[config.mk]
export PLATFORM = sky130hd
export DESIGN_NAME = pse_ctrl
export DESIGN_NICKNAME = d
export VERILOG_FILES = /design/src/sv/pse_pkg.sv /design/src/sv/pse_ctrl.sv
export SDC_FILE = /design/constraint.sdc
export NUM_CORES = 1
export LEC_CHECK = 0
export BUFFER_PORTS_ARGS = -buffer_cell sky130_fd_sc_hd__buf_4
export CAP_MARGIN = 0
export CORE_MARGIN = 1
export CORE_UTILIZATION = 31
export DETAILED_ROUTE_END_ITERATION = 10
export GPL_TIMING_DRIVEN = 0
export PLACE_DENSITY = 0.68
export SLEW_MARGIN = 20
export SYNTH_ARGS = -nofsm -noshare
export SYNTH_HDL_FRONTEND = slang
export SYNTH_SLANG_ARGS = --single-unit
export TNS_END_PERCENT = 5
[constraint.sdc]
create_clock -name i_clk -period 1.2 [get_ports i_clk]
set_input_delay 0.12 -clock i_clk [delete_from_list [all_inputs] [get_ports i_clk]]
set_output_delay 0.12 -clock i_clk [all_outputs]
set_load 0.01 [all_outputs]
[src/sv/pse_pkg.sv]
`default_nettype none
// ============================================================================
// pse_pkg
// Types, widths, codes and helper functions shared by the position smoothing
// extrapolator modules.
// ============================================================================
package pse_pkg;

    // History depth; the circular history addressing wraps on a power of two.
    localparam int DEPTH  = 64;
    localparam int PTR_W  = $clog2(DEPTH);
    localparam int N_W    = $clog2(DEPTH + 1);
    localparam int X_W    = $clog2(7 * DEPTH + 1);
    localparam int WBASE  = 50;
    localparam int W_W    = $clog2(WBASE + DEPTH);
    localparam int NINE_W = $clog2(9 * DEPTH + 1);
    localparam int SUM_W  = 32 + PTR_W + 1;
    localparam int ACC_W  = 32 + W_W + PTR_W + 1;
    localparam int NUM_W  = ACC_W + NINE_W + 2;
    localparam int DEN_W  = $clog2(10 * (WBASE * DEPTH + DEPTH * DEPTH / 2) + 1);
    localparam int DIV_M  = NUM_W + 1;
    localparam int DCNT_W = $clog2(DIV_M);
    localparam int Q_W    = DIV_M + 1;
    localparam int SAT_W  = Q_W + 1;

    typedef logic [2:0][31:0] t_vec;
    typedef logic signed [SAT_W-1:0] t_wide;

    typedef struct packed {
        t_vec raw;
        t_vec filt;
        t_vec step;
        t_vec accel;
    } t_row;

    typedef struct packed {
        logic signed [31:0] pos_x;
        logic signed [31:0] pos_y;
        logic signed [31:0] pos_z;
        logic [9:0]         frame_rate;
        logic               direct_follow;
    } t_in;

    typedef struct packed {
        logic signed [31:0] target_x;
        logic signed [31:0] target_y;
        logic signed [31:0] target_z;
    } t_out;

    typedef enum logic [3:0] {
        S_IDLE,
        S_PREP,
        S_RAW,
        S_RAWW,
        S_FILT,
        S_DIVF,
        S_TAKEF,
        S_WRITE,
        S_EXT,
        S_EXTW,
        S_MUL,
        S_DIVE,
        S_WAITE,
        S_TARGET,
        S_FINISH
    } t_state;

    typedef enum logic {
        RD_RAW,
        RD_EXT
    } t_rdmode;

    typedef struct packed {
        logic             load_in;
        logic             prep;
        logic             rd_en;
        t_rdmode          rd_mode;
        logic [PTR_W-1:0] rd_idx;
        logic             div_filt;
        logic             take_filt;
        logic             write_row;
        logic             mul;
        logic             div_ext;
        logic             set_target;
        logic             load_out;
    } t_cmd;

    typedef struct packed {
        logic             rate_zero;
        logic             direct;
        logic             e_zero;
        logic             l_le1;
        logic [PTR_W-1:0] raw_last;
        logic [PTR_W-1:0] ext_last;
        logic             div_done;
    } t_sts;

    function automatic logic [31:0] sat32(input t_wide v);
        logic [SAT_W-32:0] top;
        top = v[SAT_W-1:31];
        if ((&top) || !(|top)) begin
            return v[31:0];
        end
        return v[SAT_W-1] ? 32'h8000_0000 : 32'h7FFF_FFFF;
    endfunction

    function automatic logic [X_W-1:0] div10(input logic [X_W-1:0] x);
        logic [X_W+15:0] p;
        p = x * 16'd52429;
        return X_W'(p >> 19);
    endfunction

endpackage
`default_nettype wire

[src/sv/pse_ctrl.sv]
`default_nettype none
// ============================================================================
// pse_ctrl
// Sequencer for one request: filter pass, history update, weighted pass,
// divisions and result hand-off.
// ============================================================================
module pse_ctrl import pse_pkg::*; (
    input  wire logic i_clk,
    input  wire logic i_rst_n,
    input  wire logic i_in_valid,
    output logic      o_in_ready,
    output logic      o_out_valid,
    input  wire logic i_out_ready,
    input  wire t_sts i_sts,
    output t_cmd      o_cmd
);

    t_state           r_state, n_state;
    logic [PTR_W-1:0] r_k, n_k;
    logic             r_out_valid, n_out_valid;
    logic             w_slot_free;

    assign w_slot_free = !r_out_valid || i_out_ready;

    always_comb begin
        n_state = r_state;
        unique case (r_state)
            S_IDLE:   if (i_in_valid) n_state = S_PREP;
            S_PREP:   n_state = i_sts.rate_zero ? S_FINISH : S_RAW;
            S_RAW:    if (r_k == i_sts.raw_last) n_state = S_RAWW;
            S_RAWW:   n_state = S_FILT;
            S_FILT:   n_state = i_sts.l_le1 ? S_TAKEF : S_DIVF;
            S_DIVF:   if (i_sts.div_done) n_state = S_TAKEF;
            S_TAKEF:  n_state = S_WRITE;
            S_WRITE:  n_state = (i_sts.direct || i_sts.e_zero) ? S_TARGET : S_EXT;
            S_EXT:    if (r_k == i_sts.ext_last) n_state = S_EXTW;
            S_EXTW:   n_state = S_MUL;
            S_MUL:    n_state = S_DIVE;
            S_DIVE:   n_state = S_WAITE;
            S_WAITE:  if (i_sts.div_done) n_state = S_TARGET;
            S_TARGET: n_state = S_FINISH;
            S_FINISH: if (w_slot_free) n_state = S_IDLE;
            default:  n_state = S_IDLE;
        endcase
    end

    always_comb begin
        o_cmd       = '0;
        o_cmd.rd_mode = RD_RAW;
        o_cmd.rd_idx  = r_k;
        o_in_ready  = 1'b0;
        n_k         = '0;
        unique case (r_state)
            S_IDLE: begin
                o_in_ready    = 1'b1;
                o_cmd.load_in = i_in_valid;
            end
            S_PREP:   o_cmd.prep = 1'b1;
            S_RAW: begin
                o_cmd.rd_en = 1'b1;
                n_k         = r_k + 1'b1;
            end
            S_FILT:   o_cmd.div_filt   = !i_sts.l_le1;
            S_TAKEF:  o_cmd.take_filt  = 1'b1;
            S_WRITE:  o_cmd.write_row  = 1'b1;
            S_EXT: begin
                o_cmd.rd_en   = 1'b1;
                o_cmd.rd_mode = RD_EXT;
                n_k           = r_k + 1'b1;
            end
            S_MUL:    o_cmd.mul        = 1'b1;
            S_DIVE:   o_cmd.div_ext    = 1'b1;
            S_TARGET: o_cmd.set_target = 1'b1;
            S_FINISH: o_cmd.load_out   = w_slot_free;
            default: ;
        endcase
    end

    always_comb begin
        if (o_cmd.load_out) begin
            n_out_valid = 1'b1;
        end else if (i_out_ready) begin
            n_out_valid = 1'b0;
        end else begin
            n_out_valid = r_out_valid;
        end
    end

    always_ff @(posedge i_clk) begin
        if (!i_rst_n) begin
            r_state     <= S_IDLE;
            r_k         <= '0;
            r_out_valid <= 1'b0;
        end else begin
            r_state     <= n_state;
            r_k         <= n_k;
            r_out_valid <= n_out_valid;
        end
    end

    assign o_out_valid = r_out_valid;

endmodule
`default_nettype wire

==> flow_metrics.py, run 1 <==
metrics = {
    "detailed_routing": {
        "top_layer": "met4",
        "vias_per_cell": 4.83,
        "drc": 0,
        "vias": 869,
        "routed_wl_um": 2270,
        "wl_met1_um": 982,
        "wl_met3_um": 121,
        "antenna_left": 0,
        "wl_per_cell_um": 12.6,
        "drt_iter0_drc": 12,
        "routed-wl-met2_um": 1150,
        "drt-pass1-iter-count": 4,
    },
    "power": {
        "p_sw_mw": 0.978,
        "peakVddDrop_mv": 1.69,
        "p_clk_share_pct": 10.5,
        "swShare_pct": 40.2,
        "pwr-share-seq_pct": 22.4,
        "intPower_mw": 1.46,
        "power_frac_comb_pct": 67.0,
        "total_power_mw": 2.43,
        "p_per_area_mw_per_mm2": 1810,
        "p_leak_nw": 0.598,
    },
    "sta": {
        "worst_pin_slew_ns": 0.271,
        "hold_viol_final": 0,
        "final_max_slew_viol_count": 0,
        "fin_crit_sh_pct": 123,
        "hold_ws_ns": 0.126,
        "rsz0062_at_grt": "yes",
        "fin_worst_skew_ns": 0.00520,
        "max_slew_margin_pct": 81.9,
        "setup_slack_ns": -0.276,
        "fin_crit_ns": 1.48,
        "setup_viol": 20,
        "fmax_ghz": 0.678,
    },
    "placed_design": {
        "port-buffer-count": 39,
        "dp_slack_ns": -0.121,
        "gp_congestion": 0.842,
        "hpwl_um": 1710,
    },
    "flow_run": {
        "drv_cap": 0,
    },
    "grt": {
        "grt_max_degree": 11,
        "grt_pass1_wl_um": 3540,
        "track_usage_pct": 17.0,
        "antenna_found_initial": 0,
        "first_global_vias": 805,
        "grt_remaining_overflow": 0,
    },
    "layout": {
        "fillers": 251,
        "final_cell_mix": "buf_4, nor2_1, xnor2_1",
        "num_antenna_cells": 0,
        "layout_commonest_cell": "buf_4",
        "area_growth_pct": 56.9,
        "fin_nets": 173,
        "drive_above_1_share_pct": 50.0,
    },
    "clock_network": {
        "cts_max_path_buffers": 2,
        "clk_pin_slew_ns": 0.08,
        "clkLatencyLatePin_ns": 0.27,
        "cts-htree-levels": 1,
        "clock_sinks": 11,
        "hold_buffers": 0,
        "cts-root-buf": "clkbuf_4",
        "numCtsBuffers": 3,
        "cts_tree": "yes",
    },
    "yosys": {
        "synthCells": 103,
        "yosys_warnings": 0,
        "synth_cell_types": 37,
        "ys_seq_area_share_pct": 25.7,
        "synth.avg_cell_area_um2": 8.32,
        "synth-seq-cells": 11,
        "syn_area_um2": 857,
        "synth_nets": 125,
    },
    "worst_setup_path": {
        "critPathLaunchType": "register",
        "cp.required_ns": 1.08,
        "worst-r2r-setup-slack_ns": -0.17,
        "path_max_fanout": 10,
        "end_kind": "primary output",
        "crit_arrival_ns": 1.36,
        "crit_path_start": "r_state[3]$_SDFFE_PN0P_",
        "r2r_start": "r_state[0]$_SDFFE_PN0P_",
        "critPathKind": "register to primary output",
        "ff2ff_path_depth": 6,
        "critPathCapture": "o_cmd[14]",
        "reg2reg_to": "r_state[0]$_SDFFE_PN0P_",
    },
    "run_status": {
        "violations": "setup timing",
        "status": "finished with violations",
    },
    "floorplan": {
        "io_pins": 40,
        "design.die.area_mm2": 0.00298,
        "die_y_um": 54.6,
        "rows": 18,
        "die_width_um": 54.6,
        "start_util_pct": 33.7,
        "core_region_area_mm2": 0.00254,
    },
    "hold_path": {
        "hold_path.class": "primary input to register",
    },
}
## per-stage QoR
step | cells | utilization, % | cell area, um2 | setup TNS (ns)
after floorplan | 103 | - | 870 | -0.0497
after global placement | 172 | 47.1 | 1200 | -0.346
after detailed placement | 172 | 47.1 | 1200 | -0.412
final | 180 | 52.9 | 1350 | -2.97
after CTS | 179 | 50.8 | 1290 | -2.93
after global routing | 180 | 52.9 | 1350 | -4.24
## final cells by class
type                       instances  area (um2)  area share (%)
multi-input combinational         84         627            46.6
timing repair buffer              43         350            26.0
sequential                        11         230            17.1
buffer                             6        66.3            4.93
tap                               30        37.5            2.79
clock buffer                       4        26.3            1.95
inverter                           2        7.51           0.558
## per-layer routing
metal  vias to the layer above  GRT usage [%]
li1                        447              -
met1                       390           19.5
met2                        30           30.3
met3                         2           2.50
met4                         0           7.69
met5                         -              0
## critical path: stages, from the launching register on
cell and delay [ns]:
dfxtp_4 0.37, buf_12 0.15, or2b_4 0.29, a21oi_4 0.16, buf_6 0.12
## power groups by stage
stage / Combinational, mW / Sequential, mW / Clock (mW)
after detailed placement: 1.30 / 0.528 / 0
final: 1.63 / 0.547 / 0.256
after CTS: 1.52 / 0.528 / 0.264
after global routing: 1.77 / 0.564 / 0.283
after floorplan: 0.925 / 0.516 / 0
after global placement: 1.29 / 0.525 / 0
## kinds of logic (layout without fill, tap and decap cells)
logic type | after synthesis | in the layout | share of synthesized area, %
fa+ha+maj | 1 | 1 | 1.46
xor+xnor | 17 | 17 | 17.4
simple gates | 48 | 48 | 31.1
flops | 11 | 11 | 25.7
buf+inv | 8 | 55 | 6.71
compound gates | 18 | 18 | 17.7
## registers in the layout, indices dropped and copies added, names as in the netlist
register,count
r_k,6
o_out_valid,1
r_state,4
## cells in the mapped netlist
cell       count  area (um2)
nor2_1        17        63.8
dfxtp_1       11         220
xnor2_1       10        87.6
xor2_1         7        61.3
a21oi_1        5        25.0
nand2b_1       5        31.3
buf_4          3        22.5
nand2_2        3        18.8
nand4_1        3        18.8
a211oi_2       2        25.0
and3_1         2        12.5
buf_6          2        22.5
inv_1          2        7.51
nand2_1        2        7.51
nand3_1        2        10.0
nor2b_1        2        12.5
nor4_1         2        12.5
o21a_1         2        15.0
o21ai_0        2        10.0
o31ai_1        2        15.0
a21oi_4        1        16.3
a31oi_1        1        6.26
and2_1         1        6.26
and2b_1        1        7.51
buf_2          1        5.00
ha_1           1        12.5
nand2b_2       1        8.76
nor2_2         1        6.26
nor3_1         1        5.00
nor3_2         1        10.0
nor3b_1        1        7.51
o2111ai_1      1        8.76
o21bai_1       1        7.51
o32a_4         1        22.5
or2_4          1        8.76
or2b_4         1        11.3
or4_1          1        7.51
## worst min-delay path by stage
stage | slack, ns | cells past startpoint | from | to
after global routing | 0.13 | 3 | i_sts[0] | r_state[0]$_SDFFE_PN0P_
after floorplan | 0.26 | 2 | i_rst_n | r_state[2]$_SDFFE_PN0P_
final | 0.13 | 3 | i_sts[0] | r_state[0]$_SDFFE_PN0P_
after CTS | 0.11 | 2 | i_rst_n | r_k[1]$_SDFF_PN0_
after detailed placement | 0.39 | 2 | i_rst_n | r_k[1]$_SDFF_PN0_
after global placement | 0.39 | 2 | i_rst_n | r_k[1]$_SDFF_PN0_
## what timing repair did
action,in CTS,in global routing
cloned,0,0
pin swaps,13,4
buffers inserted,3,1
gates resized for setup,9,13
endpoints found under the setup margin,19,21
(Power assumes the default switching activity.)
==> inputs of run 2 (changes only) <==
- RECOVER_POWER: default -> 50
==> run 2 against run 1 <==
Compared with the run above:
- the flow still finishes with violations (setup timing)
- clock skew unchanged
- non-clock buffer count is the same
- sequential power about the same
- sequential cell count unchanged
- core utilization down 0.30 points
- largest power group unchanged
==> flow_metrics.py, run 2 (synthesis results as in run 1) <==
metrics = {
    "power": {
        "p_leak_nw": 0.589,
        "total_power_mw": 2.43,
        "p_per_area_mw_per_mm2": 1820,
        "swShare_pct": 40.2,
        "intPower_mw": 1.46,
        "peakVddDrop_mv": 1.69,
        "p_clk_share_pct": 10.5,
        "power_frac_comb_pct": 67.0,
        "pwr-share-seq_pct": 22.5,
        "p_sw_mw": 0.978,
    },
    "clock_network": {
        "clkLatencyLatePin_ns": 0.27,
        "numCtsBuffers": 3,
        "cts_tree": "yes",
        "cts_max_path_buffers": 2,
        "cts-root-buf": "clkbuf_4",
        "clock_sinks": 11,
        "clk_pin_slew_ns": 0.08,
        "cts-htree-levels": 1,
    },
    "detailed_routing": {
        "antenna_left": 0,
        "routed_wl_um": 2270,
        "drt-pass1-iter-count": 4,
        "wl_per_cell_um": 12.6,
        "drc": 0,
        "vias_per_cell": 4.82,
        "vias": 868,
        "drt_iter0_drc": 14,
    },
    "layout": {
        "largest_reg_flops": 6,
        "area_growth_pct": 56.1,
        "top_register": "r_k",
        "final_cell_mix": "buf_4, nor2_1, xnor2_1",
        "fin_nets": 173,
        "num_antenna_cells": 0,
        "fin_util_pct": 52.6,
        "layout_commonest_cell": "buf_4",
        "drive_above_1_share_pct": 48.7,
        "layoutNonFillerInstCount": 180,
    },
    "worst_setup_path": {
        "end_kind": "primary output",
        "crit_arrival_ns": 1.36,
        "path_max_fanout": 10,
        "critPathLaunchType": "register",
        "worst-r2r-setup-slack_ns": -0.17,
        "critPathKind": "register to primary output",
        "cp.required_ns": 1.08,
    },
    "sta": {
        "fin_worst_skew_ns": 0.00520,
        "hold_viol_final": 0,
        "fin_crit_sh_pct": 123,
        "setup_slack_ns": -0.276,
        "setup_viol": 20,
        "rsz0062_at_grt": "yes",
        "fmax_ghz": 0.678,
        "worst_pin_slew_ns": 0.271,
        "max_slew_margin_pct": 81.9,
        "fin_crit_ns": 1.48,
        "final_max_slew_viol_count": 0,
    },
    "floorplan": {
        "die_y_um": 54.6,
        "rows": 18,
        "io_pins": 40,
        "start_util_pct": 33.7,
        "design.die.area_mm2": 0.00298,
        "die_width_um": 54.6,
        "core_region_area_mm2": 0.00254,
    },
    "placed_design": {
        "port-buffer-count": 39,
        "gp_congestion": 0.842,
        "dp_slack_ns": -0.121,
        "hpwl_um": 1710,
        "placed_cells": 172,
    },
    "grt": {
        "track_usage_pct": 17.0,
        "grt_max_degree": 11,
        "grt_remaining_overflow": 0,
        "first_global_vias": 805,
        "grt_pass1_wl_um": 3540,
        "antenna_found_initial": 0,
    },
    "run_status": {
        "status": "finished with violations",
        "violations": "setup timing",
    },
    "flow_run": {
        "drv_cap": 0,
    },
    "hold_path": {
        "hold_path.class": "primary input to register",
    },
}
run 2: cell count changes in the layout (fill, tap and decap cells not counted), sizes merged:
cell	before	now
clkbuf	4	6
buf	49	47
run 2: final timing paths:
path                           start                      end  cells after the start
max          r_state[3]$_SDFFE_PN0P_                o_cmd[14]                      4
min                         i_sts[0]  r_state[0]$_SDFFE_PN0P_                      3
max reg2reg  r_state[0]$_SDFFE_PN0P_  r_state[0]$_SDFFE_PN0P_                      6
min reg2reg        r_k[0]$_SDFF_PN0_        r_k[0]$_SDFF_PN0_                      1
run 2: power by group through the flow:
stage                     Combinational [mW]  Clock, mW  Sequential (mW)
after global placement                  1.29          0            0.525
final                                   1.63      0.256            0.547
after detailed placement                1.30          0            0.528
after CTS                               1.52      0.264            0.528
after floorplan                        0.925          0            0.516
after global routing                    1.77      0.283            0.564
run 2: worst max-delay path, cell delays in order, from the launching register on:
cell and delay [ns]:
dfxtp_4 0.37, buf_12 0.15, or2b_4 0.29, a21oi_4 0.16, buf_6 0.12
run 2: repair_timing:
action	in CTS	in global routing
buffers inserted	3	1
hold buffers	0	0
pin swaps	13	4
endpoints found under the hold margin	0	0
endpoints found under the setup margin	19	21
resized for setup	9	13
run 2: cell type report:
type | instances | area, um2
fillers | 255 | 1210
multi-input cells | 84 | 627
repair buffers | 43 | 343
flip-flops and latches | 11 | 230
plain buffers | 6 | 66.3
well taps | 30 | 37.5
clock buffers | 4 | 26.3
inverters | 2 | 7.51
run 2: per-layer routing:
layer	part of all wire [%]	global-route usage (%)	vias to the layer above	wire length (um)
li1	-	-	447	-
met1	43	19.5	389	985
met2	51	30.3	30	1150
met3	5.3	2.50	2	120
met4	0.57	7.69	0	13
met5	0	0	-	0
run 2: per-stage QoR:
step	instance area [um2]	TNS (ns)	hold WS [ns]
after global routing	1340	-4.24	0.129
after CTS	1290	-2.93	0.110
after detailed placement	1200	-0.412	0.391
final	1340	-2.97	0.126
after global placement	1200	-0.346	0.392
after floorplan	870	-0.0497	0.264
==> inputs of run 3 (changes only) <==
- CELL_PAD_IN_SITES_DETAIL_PLACEMENT: default -> 1
- CELL_PAD_IN_SITES_GLOBAL_PLACEMENT: default -> 1
- CORE_UTILIZATION: 31 -> 29
- PLACE_DENSITY: 0.68 -> 0.84
==> run 3 against run 2 <==
Compared with the run above:
- the run still ends with setup timing left
- non-clock buffer count up 2
- die area up 6.6%
- worst setup slack worse by 0.031 ns
- global-route usage up 0.27 points
- via count up 6.3%
- total power up 3.1%
- sequential cell count unchanged
- critical path type unchanged
- critical endpoint unchanged
- highest routed layer unchanged
==> flow_metrics.py, run 3 (synthesis results as in run 1) <==
metrics = {
    "detailed_routing": {
        "wl_per_cell_um": 14.6,
        "routed_wl_um": 2670,
        "vias_per_cell": 5.04,
        "antenna_left": 0,
        "vias": 923,
        "drt-pass1-iter-count": 4,
        "drc": 0,
        "drt_iter0_drc": 10,
    },
    "grt": {
        "grt_pass1_wl_um": 4420,
        "grt_remaining_overflow": 0,
        "track_usage_pct": 17.2,
        "antenna_found_initial": 0,
        "grt_max_degree": 11,
        "first_global_vias": 1062,
    },
    "run_status": {
        "status": "finished with violations",
        "violations": "setup timing",
    },
    "clock_network": {
        "cts_max_path_buffers": 2,
        "cts-root-buf": "clkbuf_4",
        "cts-htree-levels": 1,
        "clock_sinks": 11,
        "cts_tree": "yes",
        "clkLatencyLatePin_ns": 0.26,
        "numCtsBuffers": 3,
        "clk_pin_slew_ns": 0.07,
    },
    "hold_path": {
        "worstHoldStart": "i_sts[0]",
        "hold_path.class": "primary input to register",
    },
    "layout": {
        "fin_nets": 175,
        "num_antenna_cells": 0,
        "layout_commonest_cell": "buf_4",
        "drive_above_1_share_pct": 51.3,
        "final_cell_mix": "buf_4, nor2_1, xnor2_1, xor2_1, dfxtp_1",
        "layoutNonFillerInstCount": 183,
        "fillers": 334,
        "area_growth_pct": 59.4,
        "largest_reg_flops": 6,
        "top_register": "r_k",
    },
    "worst_setup_path": {
        "slowest_delay_ns": 0.37,
        "slowest_stage": "dfxtp_4",
        "crit_path_start": "r_state[3]$_SDFFE_PN0P_",
        "critPathLaunchType": "register",
        "worstPathCellList": "buf_12 -> or2b_4 -> a21oi_4 -> buf_4",
        "cp.required_ns": 1.08,
        "crit_arrival_ns": 1.39,
        "path_max_fanout": 10,
        "r2r_start": "r_k[0]$_SDFF_PN0_",
        "end_kind": "primary output",
        "critPathKind": "register to primary output",
    },
    "power": {
        "p_per_area_mw_per_mm2": 1840,
        "peakVddDrop_mv": 0.949,
        "p_leak_nw": 0.590,
        "intPower_mw": 1.46,
        "power_frac_comb_pct": 67.5,
        "p_clk_share_pct": 10.1,
        "total_power_mw": 2.51,
        "swShare_pct": 41.7,
        "pwr-share-seq_pct": 22.4,
        "p_sw_mw": 1.05,
    },
    "sta": {
        "rsz0062_at_grt": "yes",
        "fin_worst_skew_ns": 0.00924,
        "hold_viol_final": 0,
        "setup_slack_ns": -0.307,
        "fin_crit_sh_pct": 126,
        "final_max_slew_viol_count": 0,
        "worst_pin_slew_ns": 0.269,
        "fmax_ghz": 0.663,
        "fin_crit_ns": 1.51,
        "setup_viol": 20,
        "max_slew_margin_pct": 81.9,
    },
    "placed_design": {
        "gp_congestion": 0.767,
        "placed_cells": 173,
        "hpwl_um": 2010,
        "port-buffer-count": 39,
    },
    "floorplan": {
        "rows": 19,
        "design.die.area_mm2": 0.00318,
        "core_region_area_mm2": 0.00278,
        "start_util_pct": 30.8,
        "die_y_um": 56.4,
        "die_width_um": 56.4,
        "io_pins": 40,
    },
    "flow_run": {
        "drv_cap": 0,
    },
}
run 3: worst paths after layout:
| path | to | slack, ns | cells after the start |
|---|---|---|---|
| hold reg to reg | r_k[0]$_SDFF_PN0_ | 0.55 | 1 |
| setup / recovery | o_cmd[14] | -0.31 | 4 |
| setup reg to reg | r_state[0]$_SDFFE_PN0P_ | -0.17 | 5 |
| hold / removal | r_state[0]$_SDFFE_PN0P_ | 0.13 | 3 |
run 3: stage by stage:
stage / hold WS [ns] / TNS [ns] / instance area, um2 / worst slack, ns / utilization (%)
5_1_grt: 0.147 / -4.34 / 1370 / -0.348 / 49.1
3_5_place_dp: 0.396 / -0.616 / 1200 / -0.175 / 43.2
6_report: 0.133 / -3.01 / 1370 / -0.307 / 49.1
4_1_cts: 0.127 / -3.24 / 1300 / -0.347 / 46.7
2_1_floorplan: 0.264 / -0.0497 / 870 / -0.0255 / -
3_3_place_gp: 0.393 / -0.291 / 1200 / -0.148 / 43.2
run 3: area by class of cell:
class / count / area [um2] / share of cell area, %
inverters: 2 / 7.51 / 0.549
clock buffers: 4 / 26.3 / 1.92
flip-flops and latches: 11 / 230 / 16.8
repair buffers: 45 / 338 / 24.7
well taps: 31 / 38.8 / 2.84
multi-input cells: 84 / 661 / 48.4
plain buffers: 6 / 65.1 / 4.76
run 3: what timing repair did:
item                       in CTS  in global routing
setup buffers                   5                  1
pin swaps                      12                  6
setup endpoints to repair      19                 21
resized for setup              10                 16
hold buffers                    0                  0
run 3: power by group through the flow:
stage	Sequential (mW)	Combinational, mW	Clock, mW
5_1_grt	0.572	1.86	0.273
6_report	0.562	1.69	0.253
3_3_place_gp	0.531	1.29	0
4_1_cts	0.537	1.55	0.260
2_1_floorplan	0.516	0.925	0
3_5_place_dp	0.538	1.32	0
run 3: worst max-delay path, delay by kind of cell (launching register included):
| kind | cells | cell delay (ns) |
|---|---|---|
| buffers and inverters | 2 | 0.29 |
| AND/OR/NAND/NOR | 1 | 0.28 |
| flip-flops | 1 | 0.37 |
| AO/OA/AOI/OAI | 1 | 0.18 |
run 3: per-layer routing:
layer | track usage, % | wire (um)
met5 | 0 | 0
met4 | 5.23 | 21
met3 | 2.53 | 164
met2 | 33.8 | 1520
met1 | 18.7 | 970
